$ cat config.mk
export PLATFORM = sky130hd
export DESIGN_NAME = rbst_slab_order
export DESIGN_NICKNAME = d
export VERILOG_FILES = /design/src/rbst_pkg.sv /design/src/rbst_slab_order.sv
export SDC_FILE = /design/constraint.sdc
export NUM_CORES = 1
export LEC_CHECK = 0
export BUFFER_PORTS_ARGS = -buffer_cell sky130_fd_sc_hd__buf_2
export CORE_AREA = 8 8 84 141
export DETAILED_ROUTE_END_ITERATION = 10
export DIE_AREA = 0 0 92 149
export PLACE_DENSITY = 0.89
export SLEW_MARGIN = 10
export SYNTH_ARGS = -nofsm -noshare
export SYNTH_HDL_FRONTEND = slang
export SYNTH_SLANG_ARGS = --single-unit
$ cat constraint.sdc
create_clock -name clk -period 13.85 [get_ports clk]
set_clock_uncertainty 0.15 [all_clocks]
set_input_delay 2.77 -clock clk [delete_from_list [all_inputs] [get_ports clk]]
set_output_delay 2.77 -clock clk [all_outputs]
set_load 0.01 [all_outputs]
$ cat src/rbst_pkg.sv
// Shared constants for the ray versus box slab test.
package rbst_pkg;
  localparam int FRAC_BITS = 16;
  localparam int DATA_W    = 32;
  localparam int AXES      = 3;
  localparam int LANES     = 2 * AXES;
  localparam logic signed [DATA_W-1:0] T_MOST_NEG = {1'b1, {(DATA_W-1){1'b0}}};
  localparam logic signed [DATA_W-1:0] T_MOST_POS = {1'b0, {(DATA_W-1){1'b1}}};
endpackage

$ cat src/rbst_slab_order.sv
// Saturates the two slab distances of one axis and orders them.
module rbst_slab_order #(
  parameter int NUM_W = rbst_pkg::DATA_W + 1 + rbst_pkg::FRAC_BITS
) (
  input  logic                               clk,
  input  logic [NUM_W-1:0]                   q1,
  input  logic [NUM_W-1:0]                   q2,
  input  logic                               neg1,
  input  logic                               neg2,
  output logic signed [rbst_pkg::DATA_W-1:0] t_lo,
  output logic signed [rbst_pkg::DATA_W-1:0] t_hi
);
  localparam int DW = rbst_pkg::DATA_W;
  localparam logic [NUM_W-1:0] NEG_LIM = NUM_W'(1) << (DW - 1);
  localparam logic [NUM_W-1:0] POS_LIM = NEG_LIM - NUM_W'(1);

  logic signed [DW-1:0] s1, s2;

  function automatic logic signed [DW-1:0] sat(input logic [NUM_W-1:0] q, input logic neg);
    logic signed [DW-1:0] r;
    if (neg) begin
      r = (q > NEG_LIM) ? rbst_pkg::T_MOST_NEG : -$signed(q[DW-1:0]);
    end else begin
      r = (q > POS_LIM) ? rbst_pkg::T_MOST_POS : $signed(q[DW-1:0]);
    end
    return r;
  endfunction

  always_comb begin
    s1 = sat(q1, neg1);
    s2 = sat(q2, neg2);
  end

  always_ff @(posedge clk) begin
    if (s1 > s2) begin
      t_lo <= s2;
      t_hi <= s1;
    end else begin
      t_lo <= s1;
      t_hi <= s2;
    end
  end
endmodule

==> results.md <==
* Leakage power at 2.78 nW
* Setup TNS at 0 ns
* Status: completed
* First-pass GRT wire length at 29400 um
* Vias in the first global route at 6015
* CTS clk-pin slew, worst paths at 0.06 ns
* Most frequent cells in the layout: buf_2 (164), dfxtp_1 (64), mux2i_1 (62), a21oi_1 (48), inv_1 (45)
* # clock sinks at 64
* DRT Pass-1 Iters at 5
* Synth Flop Type: dfxtp_1
* Max Root-Sink Buffers at 2
* # IOs at 165
* # setup viols final at 0
* Final net count at 935
* Crit path cell chain: buf_2 > or4_4 > or4_4 > o41ai_4 > nand2_1 > o41ai_2 > a21oi_1 > ha_1 > nand4_1 > nor3_1 > a21boi_0 > o41ai_1 > o311ai_0 > mux2_4 > mux2_2
* Port Buffers at 164
* DR vias at 6108
* Asr flop ratio synth at 0
* Crit path capture: t_hi[1]
* GP Congestion at 0.982
* Slew of the pin with the lowest slew margin at 1.06 ns
* Mean Syn Cell Area at 8.00 um2
* Syn. warnings at 0
* Largest net degree at the start of global routing at 65
* Max FO, Critical Path at 64
* WP data required at 13.93 ns
* TritonCTS buffer count at 9
* WP data arrival at 8.61 ns
* Critical path origin: q2[16]
* Starting DRT DRC Count at 518
* Total track usage at 0.263
* RSZ-0062 raised after global routing: no
* Vias per cell at 6.58
* CTS root buf: clkbuf_16
* Final Hold Fails at 0
* Initial Utilization at 0.538
* Width of the die at 92 um
* Antenna-violating nets left at 0
* CP endpoint kind: flip-flop
* Element type at the critical path start: input pin
* Cell repeated most along the worst path: or4_4
* Total die area at 0.0137 mm2
* Initial antenna violation count at 0
* Slowest-stage cell, CP: mux2_4
* Wire length per cell at 20.2 um
* Rel. slew slack at 0.291
* Critical path type: in2reg
* Buf+Inv Stages, Crit Path at 1
* # hold bufs at CTS at 0
* Commonest non-fill, non-tap cell in the layout: buf_2
* Share of cells above drive strength 1 at 0.254
* Syn Nets at 800
* Max VDD drop at 71.3 uV
* Die Y at 149 um
* Post-Route WL at 18800 um
* Post-CTS Setup Inserts at 0
* Register area share after synthesis at 0.242
* MaxCap Viol Count at 0
* Cells after DPL at 912
* Hold Path Class: in2reg
* Synth Instances at 663
* PD cells at 103 mW/mm2
* Row Count at 48
* Synth unique cells at 54
* Levels on crit path at 15
* Post-Syn Area at 0.00530 mm2
* Area grow syn2layout at 21.2%
* Max frequency at 117 MHz
* Core Footprint at 0.00985 mm2
* Overflow after GRT at 0
* Post-CTS sizing at 0
* CP max stage delay at 0.94 ns
* Synth Register Bits at 64
* TritonCTS clock tree: built
* Tmin final at 8.53 ns
* Post-Layout Cell Count at 928
* Post-synth EDFFs at 0
* Ant. Diodes at 0
* DRC Markers at 0
* Final period utilization at 0.616
* Final Max Slew Viols at 0
* Top delay family on crit path: simple AND/OR/NAND/NOR gates
* DP HPWL at 14400 um
* H-tree level count at 3
flip-flops by register name, indices dropped and copies added, names as in the netlist:
signal / count
t_lo: 32
t_hi: 32
cell type report:
cell class              instances  area, um2
inverters                      45        169
flip-flops and latches         64       1280
fillers                       840       3420
repair buffers                164        821
multi-input cells             514       3680
clock buffers                  10        229
clock inverters                 6       92.6
well taps                     125        156
power by group:
| group | switching [W] | total [W] | leakage, nW | internal [W] |
|---|---|---|---|---|
| sequential | 0.00000806 | 0.000221 | 0.539 | 0.000213 |
| clock | 0.0000905 | 0.000249 | 0.149 | 0.000159 |
| combinational | 0.000114 | 0.000193 | 2.09 | 0.0000790 |
layer usage:
metal,part of all wire,vias up,GRT usage
met3,0.088,78,0.0590
li1,-,2833,-
met5,0,-,0
met1,0.35,2803,0.262
met2,0.51,394,0.480
met4,0.051,0,0.157
synthesized netlist by cell type, types with 24 or more instances:
cell / n / share of area
a21oi_1: 48 / 0.045
clkbuf_1: 27 / 0.019
dfxtp_1: 64 / 0.24
ha_1: 36 / 0.085
inv_1: 45 / 0.032
mux2i_1: 62 / 0.12
nand2_1: 28 / 0.020
nand4_1: 24 / 0.028
nor2_1: 38 / 0.027
nor3_1: 38 / 0.036
o21ai_0: 37 / 0.035
o31ai_1: 42 / 0.059
logic make-up after synthesis:
family          share of synthesized area
compound gates                      0.245
buf+inv                            0.0658
simple gates                        0.237
flops                               0.242
fa+ha+maj                          0.0849
xor+xnor                          0.00165
mux                                 0.123
per-stage QoR:
| stage | util | area [um2] | setup slack, ns | total power, W | hold slack (ns) |
|---|---|---|---|---|---|
| 2_1_floorplan | - | 5300 | 6.12 | 0.000333 | 2.83 |
| 3_3_place_gp | 0.620 | 6100 | 5.12 | 0.000407 | 3.02 |
| 3_5_place_dp | 0.620 | 6100 | 5.13 | 0.000412 | 3.02 |
| 4_1_cts | 0.652 | 6430 | 5.41 | 0.000659 | 2.69 |
| 5_1_grt | 0.652 | 6430 | 5.06 | 0.000686 | 2.72 |
| 6_report | 0.652 | 6430 | 5.32 | 0.000663 | 2.70 |
how the worst min path moves through the flow:
stage	from	end	slack [ns]	cells after the start
5_1_grt	q1[29]	t_hi[29]	2.72	3
2_1_floorplan	q1[25]	t_hi[25]	2.83	2
4_1_cts	q1[18]	t_hi[18]	2.69	3
3_3_place_gp	t_lo[19]	t_lo[19]	3.02	1
6_report	q1[29]	t_hi[29]	2.70	3
3_5_place_dp	t_lo[2]	t_lo[2]	3.02	1
Note: power is estimated with default switching activity, not from simulation.
