## src/rbst_pkg.sv

```systemverilog
// Shared constants for the ray versus box slab test.
package rbst_pkg;
  localparam int FRAC_BITS = 16;
  localparam int DATA_W    = 32;
  localparam int AXES      = 3;
  localparam int LANES     = 2 * AXES;
  localparam logic signed [DATA_W-1:0] T_MOST_NEG = {1'b1, {(DATA_W-1){1'b0}}};
  localparam logic signed [DATA_W-1:0] T_MOST_POS = {1'b0, {(DATA_W-1){1'b1}}};
endpackage

```

## src/rbst_div_cell.sv

```systemverilog
// One restoring division step: one quotient bit per cell, registered.
module rbst_div_cell #(
  parameter int NUM_W = rbst_pkg::DATA_W + 1 + rbst_pkg::FRAC_BITS,
  parameter int DEN_W = rbst_pkg::DATA_W
) (
  input  logic             clk,
  input  logic [DEN_W-1:0] rem_in,
  input  logic [NUM_W-1:0] num_in,
  input  logic [NUM_W-1:0] quo_in,
  input  logic [DEN_W-1:0] den_in,
  output logic [DEN_W-1:0] rem_out,
  output logic [NUM_W-1:0] num_out,
  output logic [NUM_W-1:0] quo_out,
  output logic [DEN_W-1:0] den_out
);
  logic [DEN_W:0] trial;
  logic [DEN_W:0] diff;
  logic           ge;

  always_comb begin
    trial = {rem_in, num_in[NUM_W-1]};
    diff  = trial - {1'b0, den_in};
    ge    = trial >= {1'b0, den_in};
  end

  always_ff @(posedge clk) begin
    rem_out <= ge ? diff[DEN_W-1:0] : trial[DEN_W-1:0];
    num_out <= {num_in[NUM_W-2:0], 1'b0};
    quo_out <= {quo_in[NUM_W-2:0], ge};
    den_out <= den_in;
  end
endmodule

```

## config.mk

```make
export PLATFORM = sky130hd
export DESIGN_NAME = rbst_div_cell
export DESIGN_NICKNAME = d
export VERILOG_FILES = /design/src/rbst_pkg.sv /design/src/rbst_div_cell.sv
export SDC_FILE = /design/constraint.sdc
export NUM_CORES = 1
export LEC_CHECK = 0
export BUFFER_PORTS_ARGS = -buffer_cell sky130_fd_sc_hd__buf_4
export CAP_MARGIN = 20
export CORE_AREA = 2 2 128 130
export DETAILED_ROUTE_END_ITERATION = 16
export DIE_AREA = 0 0 130 132
export GPL_ROUTABILITY_DRIVEN = 0
export PLACE_DENSITY_LB_ADDON = 0.05
export SETUP_SLACK_MARGIN = 0.4
export SLEW_MARGIN = 20
export SYNTH_ARGS = -nofsm -noshare
export SYNTH_HDL_FRONTEND = slang
export SYNTH_SLANG_ARGS = --single-unit
```

## constraint.sdc

```tcl
create_clock -name clk -period 3.2 [get_ports clk]
set_input_delay 0.16 -clock clk [delete_from_list [all_inputs] [get_ports clk]]
set_output_delay 0.16 -clock clk [all_outputs]
set_load 0.01 [all_outputs]
```

==> results.sh <==
export IMPL_routed_via_density=4.49
export IMPL_synth_seq_area_share=0.580
export IMPL_core_area_sq_mm=0.0157
export IMPL_setup_worst_path_start_class="input pin"
export IMPL_period_share=0.831
export IMPL_critPathMaxStageDelay_ns=0.53
export IMPL_hold_path_class="input pin to flop"
export IMPL_setup_viol=0
export IMPL_rsz0062_at_grt="yes"
export IMPL_cp_cell_sequence="dlygate4sd3_1, buf_4, inv_1, ha_1, and3_1, o21a_1, a311oi_2, o21ai_1, or3b_1, o21a_4, buf_12, mux2_4"
export IMPL_place_hpwl_mm=14.2
export IMPL_grtUsageTotal=0.231
export IMPL_maxSlewViolCount=0
export IMPL_wl_per_cell_um=16.3
export IMPL_leakagePower_nw=5.00
export IMPL_finalHoldViolCount=0
export IMPL_worstSetupEndpointType="flop"
export IMPL_finalSetupTns_ns=0
export IMPL_cpLargestDelayFamily="compound AO/OA/AOI/OAI gates"
export IMPL_min_period_ns=2.66
export IMPL_outcome="finished, final reports clean"
export IMPL_grt_max_degree=25
export IMPL_arrival_ns=2.97
export IMPL_grt_pass1_wl_mm=30.6
export IMPL_intPower_w=0.00400
export IMPL_antenna_found_initial=0
export IMPL_dieArea_sq_mm=0.0172
export IMPL_drtAntennaViolNets=0
export IMPL_synth_edf_count=0
export IMPL_crit_type="input pin to flop"
export IMPL_via_count=5561
export IMPL_portBuffers=322
export IMPL_fill_cells=1178
export IMPL_synthesis_area_sq_mm=0.00556
export IMPL_path_clk_slew_ns=0.06
export IMPL_placed_area_sq_mm=0.00820
export IMPL_p_seq_frac=0.409
export IMPL_htree_levels=4
export IMPL_cts_sinks=161
export IMPL_ys_ff_latch=161
export IMPL_stdcell_area_sq_mm=0.0104
export IMPL_cts_buffers=17
export IMPL_num_io_pins=325
export IMPL_p_total_w=0.00548
export IMPL_ys_warn_count=0
export IMPL_drtPass1Iterations=5
export IMPL_p_sw_w=0.00148
export IMPL_diodes=0
export IMPL_fin_nets=1207
export IMPL_first_global_vias=5872
export IMPL_p_sw_frac=0.270
export IMPL_critPathMaxFanout=24
export IMPL_cts_max_path_buffers=2
export IMPL_synth_cell_types=50
export IMPL_drt_iter0_markers=176
export IMPL_power_density_mw_per_mm2=527
export IMPL_dieWidth_um=130
export IMPL_synth_nets=718
export IMPL_synth_main_ff_cell="dfxtp_1"
export IMPL_path_buf_inv=4
export IMPL_cts_root_buf="clkbuf_16"
export IMPL_worstPathRequired_ns=3.51
export IMPL_finalWirelength_mm=20.1
export IMPL_grt_overflow=0
export IMPL_irDropWorstVdd_v=0.000370
export IMPL_synth_cells=522
export IMPL_drc_errors=0
export IMPL_pwr_share_clk=0.359
export IMPL_max_cap_violations=0
export IMPL_final_common_cell="buf_4"
export IMPL_fmax_ghz=0.376
export IMPL_rows=46
export IMPL_p_comb_frac=0.232
export IMPL_die_h_um=132
export IMPL_ys_async_sr_fraction=0
export IMPL_synthToLayoutAreaGrowth_pct=87.2
export IMPL_cts_tree="done"
export IMPL_drive_gt1_frac=0.379
export IMPL_syn_area_per_cell_sq_um=10.7
export IMPL_final_cell_mix="buf_4, dfxtp_1, dlygate4sd3_1, a21oi_1, inv_1"
export IMPL_crit_path_top_delay_cell="dlygate4sd3_1"
export IMPL_start_util=0.354
-- cells by family after synthesis --
family | share of synthesized area
AO/OA/AOI/OAI | 0.132
XOR/XNOR | 0.0409
adder cells (fa/ha/maj) | 0.0756
buffers and inverters | 0.0524
flip-flops | 0.580
multiplexers | 0.0252
other | 0.000674
AND/OR/NAND/NOR | 0.0940
-- through the flow --
step                std cells  setup WS [ns]  utilization  hold slack (ns)
finish                   1239          0.540        0.663           0.0265
global route             1239          0.385        0.663           0.0271
CTS                      1235          0.409        0.657           0.0138
detailed placement       1049          0.320        0.522            0.265
global placement         1049          0.374        0.522            0.265
floorplan                 522          0.827            -            0.188
-- synthesized netlist by cell type (all sizes together), types with 2 or more instances --
master   instances  area, sq um
nand4            8         50.1
and2             3         18.8
mux2i            2         20.0
inv             46          173
nand4b           2         17.5
or3              2         12.5
o21ai           21          105
ha              32          400
nand2b           7         43.8
o21bai           5         37.5
a21oi           55          279
and3             2         12.5
nor3             3         15.0
a21o             8         60.1
o211ai           2         15.0
nand2           24         90.1
a31oi            2         12.5
nor4b            2         17.5
a211oi           3         22.5
or2              2         12.5
a2111oi          4         36.3
o31ai            7         52.6
dfxtp          161         3220
clkbuf           6         22.5
nor2            37          139
nor2b            2         12.5
o21a             6         45.0
buf             12         96.3
nand3            8         40.0
mux2             8          120
xor2            10         87.6
xnor2           16          140
a31o             2         17.5
-- timing repair --
action,CTS,global route
buffers inserted,0,4
hold buffers,155,0
endpoints found under the setup margin,0,29
gates resized for setup,0,15
hold endpoints to repair,155,0
-- power groups by stage --
stage	sequential [W]	clock, W	combinational (W)
final	0.00224	0.00197	0.00127
after floorplan	0.00237	0	0.000433
after CTS	0.00224	0.00201	0.00125
after global placement	0.00228	0	0.00107
after global routing	0.00226	0.00209	0.00137
after detailed placement	0.00228	0	0.00108
-- final cells by class --
class | count | area (sq um) | share of cell area
Clock buffer | 19 | 443 | 0.0425
Clock inverter | 12 | 126 | 0.0121
Inverter | 46 | 173 | 0.0166
Multi-Input combinational cell | 297 | 2110 | 0.203
Sequential cell | 161 | 3220 | 0.310
Tap cell | 216 | 270 | 0.0260
Timing Repair Buffer | 488 | 4060 | 0.390
-- final timing paths --
| path | startpoint | endpoint | slack [ns] | cells past startpoint |
|---|---|---|---|---|
| max | den_in[21] | rem_out[14] | 0.54 | 12 |
| min | rem_in[17] | rem_out[18] | 0.03 | 3 |
-- layer usage --
metal	track usage	vias to the layer above	wire, um
li1	-	2747	-
met1	0.247	2565	7820
met2	0.415	208	10300
met3	0.0710	41	1240
met4	0.0974	0	733
met5	0	-	0
-- flip-flops by register name, summed over array words and instances (netlist names) --
signal / flops
quo_out: 49
den_out: 32
num_out: 48
rem_out: 32
-- worst min-delay path, stage by stage --
cell and delay, ns:
buf_4 0.09, nor2_1 0.04, a21oi_1 0.11
Note: power is estimated with default switching activity, not from simulation.
